**config.mk**
```make
export PLATFORM = sky130hd
export DESIGN_NAME = packed_index_unpacker
export DESIGN_NICKNAME = d
export VERILOG_FILES = /design/src/rtl/core/piu_pkg.sv /design/src/rtl/core/piu_shift.sv /design/src/rtl/core/piu_width.sv /design/src/rtl/core/packed_index_unpacker.sv
export VERILOG_INCLUDE_DIRS = /design/src /design/src/rtl/core
export SDC_FILE = /design/constraint.sdc
export NUM_CORES = 1
export LEC_CHECK = 0
export ABC_AREA = 1
export BUFFER_PORTS_ARGS = -buffer_cell sky130_fd_sc_hd__buf_2
export CAP_MARGIN = 40
export CORE_ASPECT_RATIO = 0.7
export CORE_UTILIZATION = 40
export CTS_BUF_LIST = sky130_fd_sc_hd__clkbuf_4
export DETAILED_ROUTE_END_ITERATION = 6
export GPL_ROUTABILITY_DRIVEN = 0
export PLACE_DENSITY = 0.64
export SKIP_LAST_GASP = 1
export SYNTH_ARGS = -nofsm -noshare
export SYNTH_HDL_FRONTEND = slang
export SYNTH_SLANG_ARGS = --single-unit
```
**constraint.sdc**
```tcl
create_clock -name clock -period 14.8 [get_ports clock]
set_input_delay 2.96 -clock clock [delete_from_list [all_inputs] [get_ports clock]]
set_output_delay 2.96 -clock clock [all_outputs]
set_load 0.1 [all_outputs]
```
**src/rtl/core/packed_index_unpacker_defines.svh**
```systemverilog
// Assertion macros shared by the packed index unpacker RTL.
`ifndef PACKED_INDEX_UNPACKER_DEFINES_SVH
`define PACKED_INDEX_UNPACKER_DEFINES_SVH

`ifndef SYNTH
`define PIU_ASSERT_SAME(label, clk, rst, ante, cons) \
   label: assert property (@(posedge clk) disable iff (rst) (ante) |-> (cons)) \
      else $error("piu assertion failed");
`define PIU_ASSERT_NEXT(label, clk, rst, ante, cons) \
   label: assert property (@(posedge clk) disable iff (rst) (ante) |=> (cons)) \
      else $error("piu assertion failed");
`else
`define PIU_ASSERT_SAME(label, clk, rst, ante, cons)
`define PIU_ASSERT_NEXT(label, clk, rst, ante, cons)
`endif

`endif

```
**src/rtl/core/piu_pkg.sv**
```systemverilog
// Shared types and constants of the packed index unpacker.
`default_nettype none
package piu_pkg;

   localparam int WORD_BITS      = 64;
   localparam int MAX_ENTRY_BITS = 32;
   localparam int CARRY_BITS     = MAX_ENTRY_BITS - 1;
   localparam int BUF_BITS       = WORD_BITS + CARRY_BITS;
   localparam int COUNT_BITS     = 27;
   localparam int WIDTH_BITS     = 6;
   localparam int AVAIL_BITS     = 7;
   localparam int CC_BITS        = 5;
   localparam int CSR_IDX_BITS   = 1;

   localparam logic [COUNT_BITS-1:0] ENTRY_LIMIT    = 27'd67108864;
   localparam logic [WIDTH_BITS-1:0] MIN_WIDTH      = 6'd2;
   localparam logic [AVAIL_BITS-1:0] WORD_AVAIL     = 7'd64;

   localparam logic [CSR_IDX_BITS-1:0] CSR_PALETTE_SIZE = 1'd0;
   localparam logic [CSR_IDX_BITS-1:0] CSR_ENTRY_COUNT  = 1'd1;

   typedef struct packed {
      logic                      busy;
      logic [WIDTH_BITS-1:0]     width;
      logic [MAX_ENTRY_BITS-1:0] mask;
   } piu_width_status_type;

endpackage
`default_nettype wire

```
**src/rtl/core/piu_shift.sv**
```systemverilog
// Shared right shifter used for word loading and entry extraction.
`default_nettype none
module piu_shift
   import piu_pkg::*;
(
   input  wire logic [BUF_BITS-1:0]   data,
   input  wire logic [WIDTH_BITS-1:0] amount,
   output logic [BUF_BITS-1:0]        result
);

   assign result = data >> amount;

endmodule
`default_nettype wire

```
**src/rtl/core/piu_width.sv**
```systemverilog
// Iterative ceiling-log2 unit that derives the entry width and mask from the palette size.
`default_nettype none
module piu_width
   import piu_pkg::*;
(
   input  wire logic                      clock,
   input  wire logic                      reset,
   input  wire logic                      start,
   input  wire logic [MAX_ENTRY_BITS-1:0] palette,
   output piu_width_status_type           status
);

   logic                      busy_ff, busy_in;
   logic [MAX_ENTRY_BITS:0]   probe_ff, probe_in;
   logic [MAX_ENTRY_BITS-1:0] palette_ff, palette_in;
   logic [WIDTH_BITS-1:0]     count_ff, count_in;
   logic [MAX_ENTRY_BITS-1:0] run_mask_ff, run_mask_in;
   logic [WIDTH_BITS-1:0]     width_ff, width_in;
   logic [MAX_ENTRY_BITS-1:0] mask_ff, mask_in;
   logic                      step;

   assign step = (count_ff < WIDTH_BITS'(MAX_ENTRY_BITS)) && (probe_ff < {1'b0, palette_ff});

   always_comb begin
      busy_in     = busy_ff;
      probe_in    = probe_ff;
      palette_in  = palette_ff;
      count_in    = count_ff;
      run_mask_in = run_mask_ff;
      width_in    = width_ff;
      mask_in     = mask_ff;
      if (start) begin
         busy_in     = 1'b1;
         probe_in    = (MAX_ENTRY_BITS+1)'(1);
         palette_in  = palette;
         count_in    = '0;
         run_mask_in = '0;
      end else if (busy_ff) begin
         if (step) begin
            probe_in    = {probe_ff[MAX_ENTRY_BITS-1:0], 1'b0};
            count_in    = count_ff + WIDTH_BITS'(1);
            run_mask_in = {run_mask_ff[MAX_ENTRY_BITS-2:0], 1'b1};
         end else begin
            busy_in = 1'b0;
            if (count_ff < MIN_WIDTH) begin
               width_in = MIN_WIDTH;
               mask_in  = MAX_ENTRY_BITS'(3);
            end else begin
               width_in = count_ff;
               mask_in  = run_mask_ff;
            end
         end
      end
   end

   always_ff @(posedge clock) begin
      if (reset) begin
         busy_ff  <= 1'b0;
         width_ff <= MIN_WIDTH;
         mask_ff  <= MAX_ENTRY_BITS'(3);
      end else begin
         busy_ff  <= busy_in;
         width_ff <= width_in;
         mask_ff  <= mask_in;
      end
      probe_ff    <= probe_in;
      palette_ff  <= palette_in;
      count_ff    <= count_in;
      run_mask_ff <= run_mask_in;
   end

   assign status.busy  = busy_ff;
   assign status.width = width_ff;
   assign status.mask  = mask_ff;

endmodule
`default_nettype wire

```
**src/rtl/core/packed_index_unpacker.sv**
```systemverilog
// Top level of the packed index unpacker: sequencer, carry state and result register.
// Each accepted 64-bit beat is merged with the bits carried over from the previous beat and
// then split into entries of the configured width, one entry per cycle while the output is not
// stalled, through a single shared barrel shifter; a beat passes through a load step, one
// extraction step per entry and a closing step, which carries the truncated result when there
// is one; the entry width is at least two bits. A beat that arrives after the run is complete
// is dropped in its accept cycle. Output stalls stretch the extraction cycles. A write to the
// palette size starts a ceiling-log2 iteration during which neither the configuration port nor
// the input channel is ready. Any configuration write restarts the run.
`default_nettype none
`include "packed_index_unpacker_defines.svh"
module packed_index_unpacker
   import piu_pkg::*;
(
   input  wire logic                      clock,
   input  wire logic                      reset,
   input  wire logic                      req_valid,
   output logic                           req_stall,
   input  wire logic [WORD_BITS-1:0]      req_word,
   input  wire logic                      req_last_word,
   output logic                           rsp_valid,
   input  wire logic                      rsp_stall,
   output logic [MAX_ENTRY_BITS-1:0]      rsp_entry,
   output logic                           rsp_truncated,
   output logic                           rsp_run_end,
   input  wire logic                      csr_valid,
   output logic                           csr_ready,
   input  wire logic [CSR_IDX_BITS-1:0]   csr_index,
   input  wire logic [MAX_ENTRY_BITS-1:0] csr_data
);

   localparam logic ST_IDLE    = 1'b0;
   localparam logic ST_EXTRACT = 1'b1;

   logic                      state_ff, state_in;
   logic [COUNT_BITS-1:0]     target_ff, target_in;
   logic [COUNT_BITS-1:0]     done_ff, done_in;
   logic [CARRY_BITS-1:0]     carry_ff, carry_in;
   logic [CC_BITS-1:0]        cc_ff, cc_in;
   logic [BUF_BITS-1:0]       buf_ff, buf_in;
   logic [AVAIL_BITS-1:0]     avail_ff, avail_in;
   logic                      last_ff, last_in;
   logic                      rsp_valid_ff, rsp_valid_in;
   logic [MAX_ENTRY_BITS-1:0] rsp_entry_ff, rsp_entry_in;
   logic                      rsp_trunc_ff, rsp_trunc_in;
   logic                      rsp_end_ff, rsp_end_in;

   piu_width_status_type      wstat;
   logic                      width_start;
   logic [BUF_BITS-1:0]       shift_data, shift_result;
   logic [WIDTH_BITS-1:0]     shift_amount;
   logic [AVAIL_BITS-1:0]     width_ext, avail_next;
   logic [COUNT_BITS-1:0]     done_next;
   logic                      csr_write, req_accept, out_free, more, next_more;

   assign csr_ready  = (state_ff == ST_IDLE) && !wstat.busy;
   assign csr_write  = csr_valid && csr_ready;
   assign req_stall  = (state_ff != ST_IDLE) || wstat.busy || csr_valid;
   assign req_accept = req_valid && !req_stall;
   assign out_free   = !rsp_valid_ff || !rsp_stall;

   assign width_start = csr_write && (csr_index == CSR_PALETTE_SIZE);

   piu_width u_width (
      .clock   (clock),
      .reset   (reset),
      .start   (width_start),
      .palette (csr_data),
      .status  (wstat)
   );

   assign shift_data   = (state_ff == ST_IDLE) ? {req_word, CARRY_BITS'(0)} : buf_ff;
   assign shift_amount = (state_ff == ST_IDLE) ?
                         (WIDTH_BITS'(CARRY_BITS) - {1'b0, cc_ff}) : wstat.width;

   piu_shift u_shift (
      .data   (shift_data),
      .amount (shift_amount),
      .result (shift_result)
   );

   assign width_ext  = {1'b0, wstat.width};
   assign avail_next = avail_ff - width_ext;
   assign done_next  = done_ff + COUNT_BITS'(1);
   assign more       = (avail_ff >= width_ext) && (done_ff < target_ff);
   assign next_more  = (avail_next >= width_ext) && (done_next < target_ff);

   always_comb begin
      state_in     = state_ff;
      target_in    = target_ff;
      done_in      = done_ff;
      carry_in     = carry_ff;
      cc_in        = cc_ff;
      buf_in       = buf_ff;
      avail_in     = avail_ff;
      last_in      = last_ff;
      rsp_valid_in = rsp_valid_ff && rsp_stall;
      rsp_entry_in = rsp_entry_ff;
      rsp_trunc_in = rsp_trunc_ff;
      rsp_end_in   = rsp_end_ff;

      if (csr_write) begin
         case (csr_index)
            CSR_PALETTE_SIZE: begin
            end
            CSR_ENTRY_COUNT: begin
               if (csr_data[COUNT_BITS-1:0] > ENTRY_LIMIT) begin
                  target_in = ENTRY_LIMIT;
               end else begin
                  target_in = csr_data[COUNT_BITS-1:0];
               end
            end
            default: begin
            end
         endcase
         done_in  = '0;
         carry_in = '0;
         cc_in    = '0;
      end else begin
         case (state_ff)
            ST_IDLE: begin
               if (req_accept) begin
                  if (done_ff < target_ff) begin
                     buf_in   = shift_result | BUF_BITS'(carry_ff);
                     avail_in = WORD_AVAIL + AVAIL_BITS'(cc_ff);
                     last_in  = req_last_word;
                     state_in = ST_EXTRACT;
                  end else if (req_last_word) begin
                     done_in  = '0;
                     carry_in = '0;
                     cc_in    = '0;
                  end
               end
            end
            ST_EXTRACT: begin
               if (more) begin
                  if (out_free) begin
                     rsp_valid_in = 1'b1;
                     rsp_entry_in = buf_ff[MAX_ENTRY_BITS-1:0] & wstat.mask;
                     rsp_trunc_in = 1'b0;
                     rsp_end_in   = !next_more && !(last_ff && (done_next != target_ff));
                     buf_in       = shift_result;
                     avail_in     = avail_next;
                     done_in      = done_next;
                  end
               end else if (last_ff && (done_ff < target_ff)) begin
                  if (out_free) begin
                     rsp_valid_in = 1'b1;
                     rsp_entry_in = '0;
                     rsp_trunc_in = 1'b1;
                     rsp_end_in   = 1'b1;
                     done_in      = '0;
                     carry_in     = '0;
                     cc_in        = '0;
                     state_in     = ST_IDLE;
                  end
               end else begin
                  if (last_ff || (done_ff >= target_ff)) begin
                     carry_in = '0;
                     cc_in    = '0;
                  end else begin
                     carry_in = buf_ff[CARRY_BITS-1:0];
                     cc_in    = avail_ff[CC_BITS-1:0];
                  end
                  if (last_ff) begin
                     done_in = '0;
                  end
                  state_in = ST_IDLE;
               end
            end
            default: begin
               state_in = ST_IDLE;
            end
         endcase
      end
   end

   always_ff @(posedge clock) begin
      if (reset) begin
         state_ff     <= ST_IDLE;
         target_ff    <= '0;
         done_ff      <= '0;
         carry_ff     <= '0;
         cc_ff        <= '0;
         rsp_valid_ff <= 1'b0;
      end else begin
         state_ff     <= state_in;
         target_ff    <= target_in;
         done_ff      <= done_in;
         carry_ff     <= carry_in;
         cc_ff        <= cc_in;
         rsp_valid_ff <= rsp_valid_in;
      end
      buf_ff       <= buf_in;
      avail_ff     <= avail_in;
      last_ff      <= last_in;
      rsp_entry_ff <= rsp_entry_in;
      rsp_trunc_ff <= rsp_trunc_in;
      rsp_end_ff   <= rsp_end_in;
   end

   assign rsp_valid     = rsp_valid_ff;
   assign rsp_entry     = rsp_entry_ff;
   assign rsp_truncated = rsp_trunc_ff;
   assign rsp_run_end   = rsp_end_ff;

   `PIU_ASSERT_SAME(a_trunc_ends_run, clock, reset, rsp_valid && rsp_truncated, rsp_run_end)
   `PIU_ASSERT_SAME(a_trunc_zero, clock, reset, rsp_valid && rsp_truncated, rsp_entry == '0)
   `PIU_ASSERT_SAME(a_busy_stalls, clock, reset, state_ff == ST_EXTRACT || wstat.busy,
                    req_stall && !csr_ready)
   `PIU_ASSERT_NEXT(a_load_extracts, clock, reset,
                    req_accept && !csr_write && (done_ff < target_ff), state_ff == ST_EXTRACT)
   `PIU_ASSERT_SAME(a_carry_below_width, clock, reset, !wstat.busy,
                    {1'b0, cc_ff} < wstat.width)

endmodule
`default_nettype wire
```
Yosys cells after proc, flatten, opt, wreduce, memory -nomap -nowiden:

Index checks and enable logic that the tools add are counted.

* bits in registers: 371
* input bits: 103
* logic and storage cells: 149

* add/sub/neg operators: 5
* order comparisons: 9
* eq/ne operators: 13
* shifts and indexed selects: 1
* mux-type cells: 64
* bitwise operators: 7
* reductions and logical operators: 31

Operators with widths (count)
* 95-bit 2-to-1 mux: 5
* 27-bit 2-to-1 mux: 9
* 31-bit 2-to-1 mux: 7
* 95-bit one-hot mux with 2 select lines: 1
* 32-bit 2-to-1 mux: 5
* 95-bit by 31-bit bitwise OR with 95-bit output: 1
* 95-bit by 6-bit >> shifter with 95-bit output: 1
* 31-bit one-hot mux with 2 select lines: 1
* 27-bit less-than comparator: 2
* 27-bit one-hot mux with 2 select lines: 1
* 5-bit 2-to-1 mux: 7
* 33-bit by 32-bit less-than comparator with 1-bit output: 1
* 32-bit AND: 1
* 7-bit 2-to-1 mux: 4
* 27-bit by 1-bit adder with 27-bit output, second input constant: 1
* 27-bit >= comparator: 1
* 27-bit greater-than comparator, second input constant: 1
* 27-bit != test: 1
* 1-bit 2-to-1 mux: 19
* 5-bit AND reduction: 3
* 7-bit by 6-bit >= comparator with 1-bit output: 2
* 7-bit one-hot mux with 2 select lines: 1
* 6-bit 2-to-1 mux: 2
* 2-bit != test, second input constant: 6
* 21 further kinds: 47

Logic depth before layout (Yosys ltp):

* word-level depth: 7
* depth in mapped cells: 19
* depth with buffers taken out: 19

By module:

A second synthesis with hierarchy kept.

* cells, all modules: 3804
* area total of the unflattened synthesis: 25046.5 sq um

Modules (own cells, without submodules)
* packed_index_unpacker: times used 1, cells each 1531, area an instance 12341.8 sq um, seq. area each 5955.7 sq um
* piu_width: times used 1, cells each 875, area an instance 6456.2 sq um, seq. area each 3163.0 sq um
* piu_shift: times used 1, cells each 1398, area an instance 6248.5 sq um, seq. area each 0.0 sq um

Least setup slack after synthesis:

OpenSTA, ideal clock, no wires.

* path kind: input port to flip-flop
* start point: in csr_valid
* end point: reg avail_ff[0], enable pin
* data arrival time: 8.295 ns
* setup slack: 5.908 ns
* stages on the path: 5
* path through: inv_1 nand3_1 nor2_1 inv_1 a21oi_1

* longest elaborated chain between the ends: 5

RTL lines
* start: declaration: RTL line packed_index_unpacker.sv:26 `input wire logic csr_valid,`
* 1-bit logical OR: RTL line packed_index_unpacker.sv:58 `assign req_stall = (state_ff != ST_IDLE) || wstat.busy || csr_valid;`
* 1-bit logical NOT: RTL line packed_index_unpacker.sv:59 `assign req_accept = req_valid && !req_stall;`
* 1-bit logical AND: RTL line packed_index_unpacker.sv:59
* 2-bit != test (no line)
* 5-bit AND reduction (no line) *
* end signal: assignment: RTL line packed_index_unpacker.sv:195 `avail_ff <= avail_in;`
* end: declaration: RTL line packed_index_unpacker.sv:41 `logic [AVAIL_BITS-1:0] avail_ff, avail_in;`

Every way passes the cells marked *; elsewhere a longest branch is shown, timed or not.
A chain may end at the register's enable or synchronous reset.

Final worst setup path:

* start point: in csr_valid
* end point: out req_stall

* longest elaborated chain between the ends: 1

RTL lines
* 1-bit logical OR: RTL line packed_index_unpacker.sv:58
* end: declaration: RTL line packed_index_unpacker.sv:18 `output logic req_stall,`

Every way passes these cells.

==> impl_metrics.yaml <==
drt:
  wl_per_cell_um: 18.21
  dr_total_vias: 24467
  routed_wirelength_mm: 80.51
  vias_per_cell: 5.534
  drc_errors: 0
  drt_iter0_drc: 3317
  drtAntennaViolNets: 0
  firstDrtPassIters: 6
timing:
  timing.final.hold_violations: 0
  period_share: 0.4406
  clock_skew_ps: 67.77
  rsz0062_at_grt: "false"
  clock.fmax_ghz: 0.1534
  relSlewSlack: 0.3775
  setup_viol: 0
  drv_slew: 0
  finalSetupTns_ps: 0
  post-route-min-period_ps: 6520
  worstMarginPinSlew_ps: 933.8
setup_path:
  crit_path_frequent_cell: "buf_2"
  crit_chain: "buf_2 -> inv_1 -> nand2_1 -> buf_2"
  slowest_delay_ps: 420
  path_max_fanout: 2
  criticalPathCategory: "input port to primary output"
  critPathLaunchType: "input port"
  cp-end-kind: "primary output"
  cpMaxStageDelayCell: "buf_2"
  path_delay_family: "buffers and inverters"
  worst-path-buf-inv: 3
  cp.required_ps: 11840
  timing.critical_path.arrival_ps: 3560
clock_network:
  cts-resized-gates: 0
  htreeDepth: 3
  holdBufCountCts: 0
  cts_buffers: 96
  clk-insertion-delay-late_ps: 900
  cts_tree: "done"
  post_cts_buffers: 0
  cts_buffer_depth: 3
  clkSinkCount: 371
  path_clk_slew_ps: 60
  clockRootBuffer: "clkbuf_4"
logic_synthesis:
  synth.avg_cell_area_sq_um: 6.951
  seq_area_frac_synth: 0.3769
  synth.area.mux_share: 0.001655
  synth_xor_area_frac: 0.01195
  yosys.area_share.simple: 0.3910
  synth_top_family_by_area: "simple AND/OR/NAND/NOR gates"
  synth_nets: 3684
  synth_top_cell_area_share: 0.2097
  synth_cells: 3481
  synth_compound_area_frac: 0.09153
  synthesis.area_sq_mm: 0.02420
  synth_ff_type: "dfxtp_1"
  synth-adder-area-share: 0.05202
  synth_area_leaders: "edfxtp_1 (21%), dfxtp_1 (17%), nand3_1 (16%), nand2_1 (13%), ha_1 (5.1%)"
  synth_most_common_cell: "nand2_1"
  ys_async_sr_fraction: 0
  synthDistinctLibCells: 49
  ys_warn_count: 0
  ys_top_cells_by_count: "nand2_1 (853), nand3_1 (780), nor2_1 (295)"
  synth-edff-count: 169
  yosys.area.top_type: "edfxtp_1"
  synth_seq_cells: 371
outcome:
  status: "completed"
power_and_ir_drop:
  p_leak_nw: 11.17
  peakVddDrop_mv: 0.1686
  power_density_mw_per_mm2: 235.2
die:
  num_rows: 75
  die_w_um: 296.0
  die_h_um: 207.8
  dieArea_sq_mm: 0.06149
  ioPinCount: 140
  core_region_area_sq_mm: 0.05987
  initial_core_util: 0.4041
layout:
  multi_input_area_sq_mm: 0.01336
  fillers: 6250
  regArea_sq_mm: 0.009126
  drive_above_1_share: 0.1173
  utilization: 0.4483
  fin_area_sq_mm: 0.02684
  syn_to_final_growth_pct: 10.92
  final_nets: 3727
grt:
  grtUsageTotal: 0.2575
  grt_max_degree: 83
  grt.overflow.total: 0
  grt_antenna_before_repair: 6
  grt_pass1_wl_mm: 124.5
  grt_pass1_vias: 21557
place:
  place_area_sq_mm: 0.02550
  io_buffers: 139
  dp_hpwl_mm: 55.90
job:
  cap_violations: 0
hold_path:
  worst_hold_path_type: "flop to flop"
[through the flow]
stage               setup slack (ps)  hold WS, ps  total power (W)  instances
floorplan                       5908        428.7         0.004225       3481
global placement                8268        452.1         0.005134       4220
detailed placement              8282        455.8         0.005232       4234
CTS                             8281        465.8         0.006212       4415
global route                    8242        492.2         0.006726       4420
finish                          8280        466.1         0.006311       4421
[registers in the layout (all words and copies together), names as in the netlist, 31 cells and up]
signal and cells:
u_width.palette_ff 32, u_width.probe_ff 33, u_width.run_mask_ff 32, rsp_entry 32
u_width.mask_ff 32, buf_ff 95, carry_ff 31
[worst min-delay path, stage by stage (launching register included)]
cell	delay (ps)
dfxtp_1	310
nand2_1	60
a21oi_1	50
[cells by family after synthesis]
kind of cell,count (synthesis)
AO/OA/AOI/OAI,419
XOR/XNOR,33
adder cells (fa/ha/maj),100
buffers and inverters,432
flip-flops,371
multiplexers,4
AND/OR/NAND/NOR,2122
[path summary, 6_finish.rpt]
check	startpoint	end	slack, ps	cells after the start
worst max-delay path	csr_valid	req_stall	8280	4
worst min-delay path	u_width.run_mask_ff[31]	u_width.run_mask_ff[31]	470	2
worst max register to register	u_width.width_ff[4]	buf_ff[64]	10350	13
worst min register to register	u_width.run_mask_ff[31]	u_width.run_mask_ff[31]	470	2
[layout make-up]
cell class / instances / share of cell area
Antenna cell: 6 / 0.0005594
Multi-Input combinational cell: 2678 / 0.4977
Tap cell: 808 / 0.03767
Inverter: 195 / 0.02737
Clock inverter: 22 / 0.004988
Timing Repair Buffer: 182 / 0.04723
Clock buffer: 159 / 0.04448
Sequential cell: 371 / 0.3400
[cell usage in the layout, fill, tap and decap left out, types with 134 or more instances in the layout]
| cell type | n |
|---|---|
| nand2_1 | 850 |
| nand3_1 | 779 |
| nor2_1 | 292 |
| dfxtp_1 | 200 |
| a21oi_1 | 179 |
| inv_1 | 177 |
| edfxtp_1 | 169 |
| clkbuf_4 | 159 |
| buf_2 | 139 |
| o21ai_0 | 134 |
[metal layers]
metal | global-route usage | up-vias | share of wire
met1 | 0.4022 | 11183 | 0.48
met3 | 0.08244 | 133 | 0.12
li1 | - | 12001 | -
met5 | 0 | - | 0.00043
met2 | 0.3326 | 1144 | 0.39
met4 | 0.06132 | 6 | 0.019
[power by group]
group          total (W)  switching [W]  internal [W]  leakage, nW
logic            0.00362        0.00263      0.000987         7.15
registers        0.00172       0.000222       0.00150         3.23
clock network   0.000975       0.000471      0.000504        0.789
(Power assumes the default switching activity.)
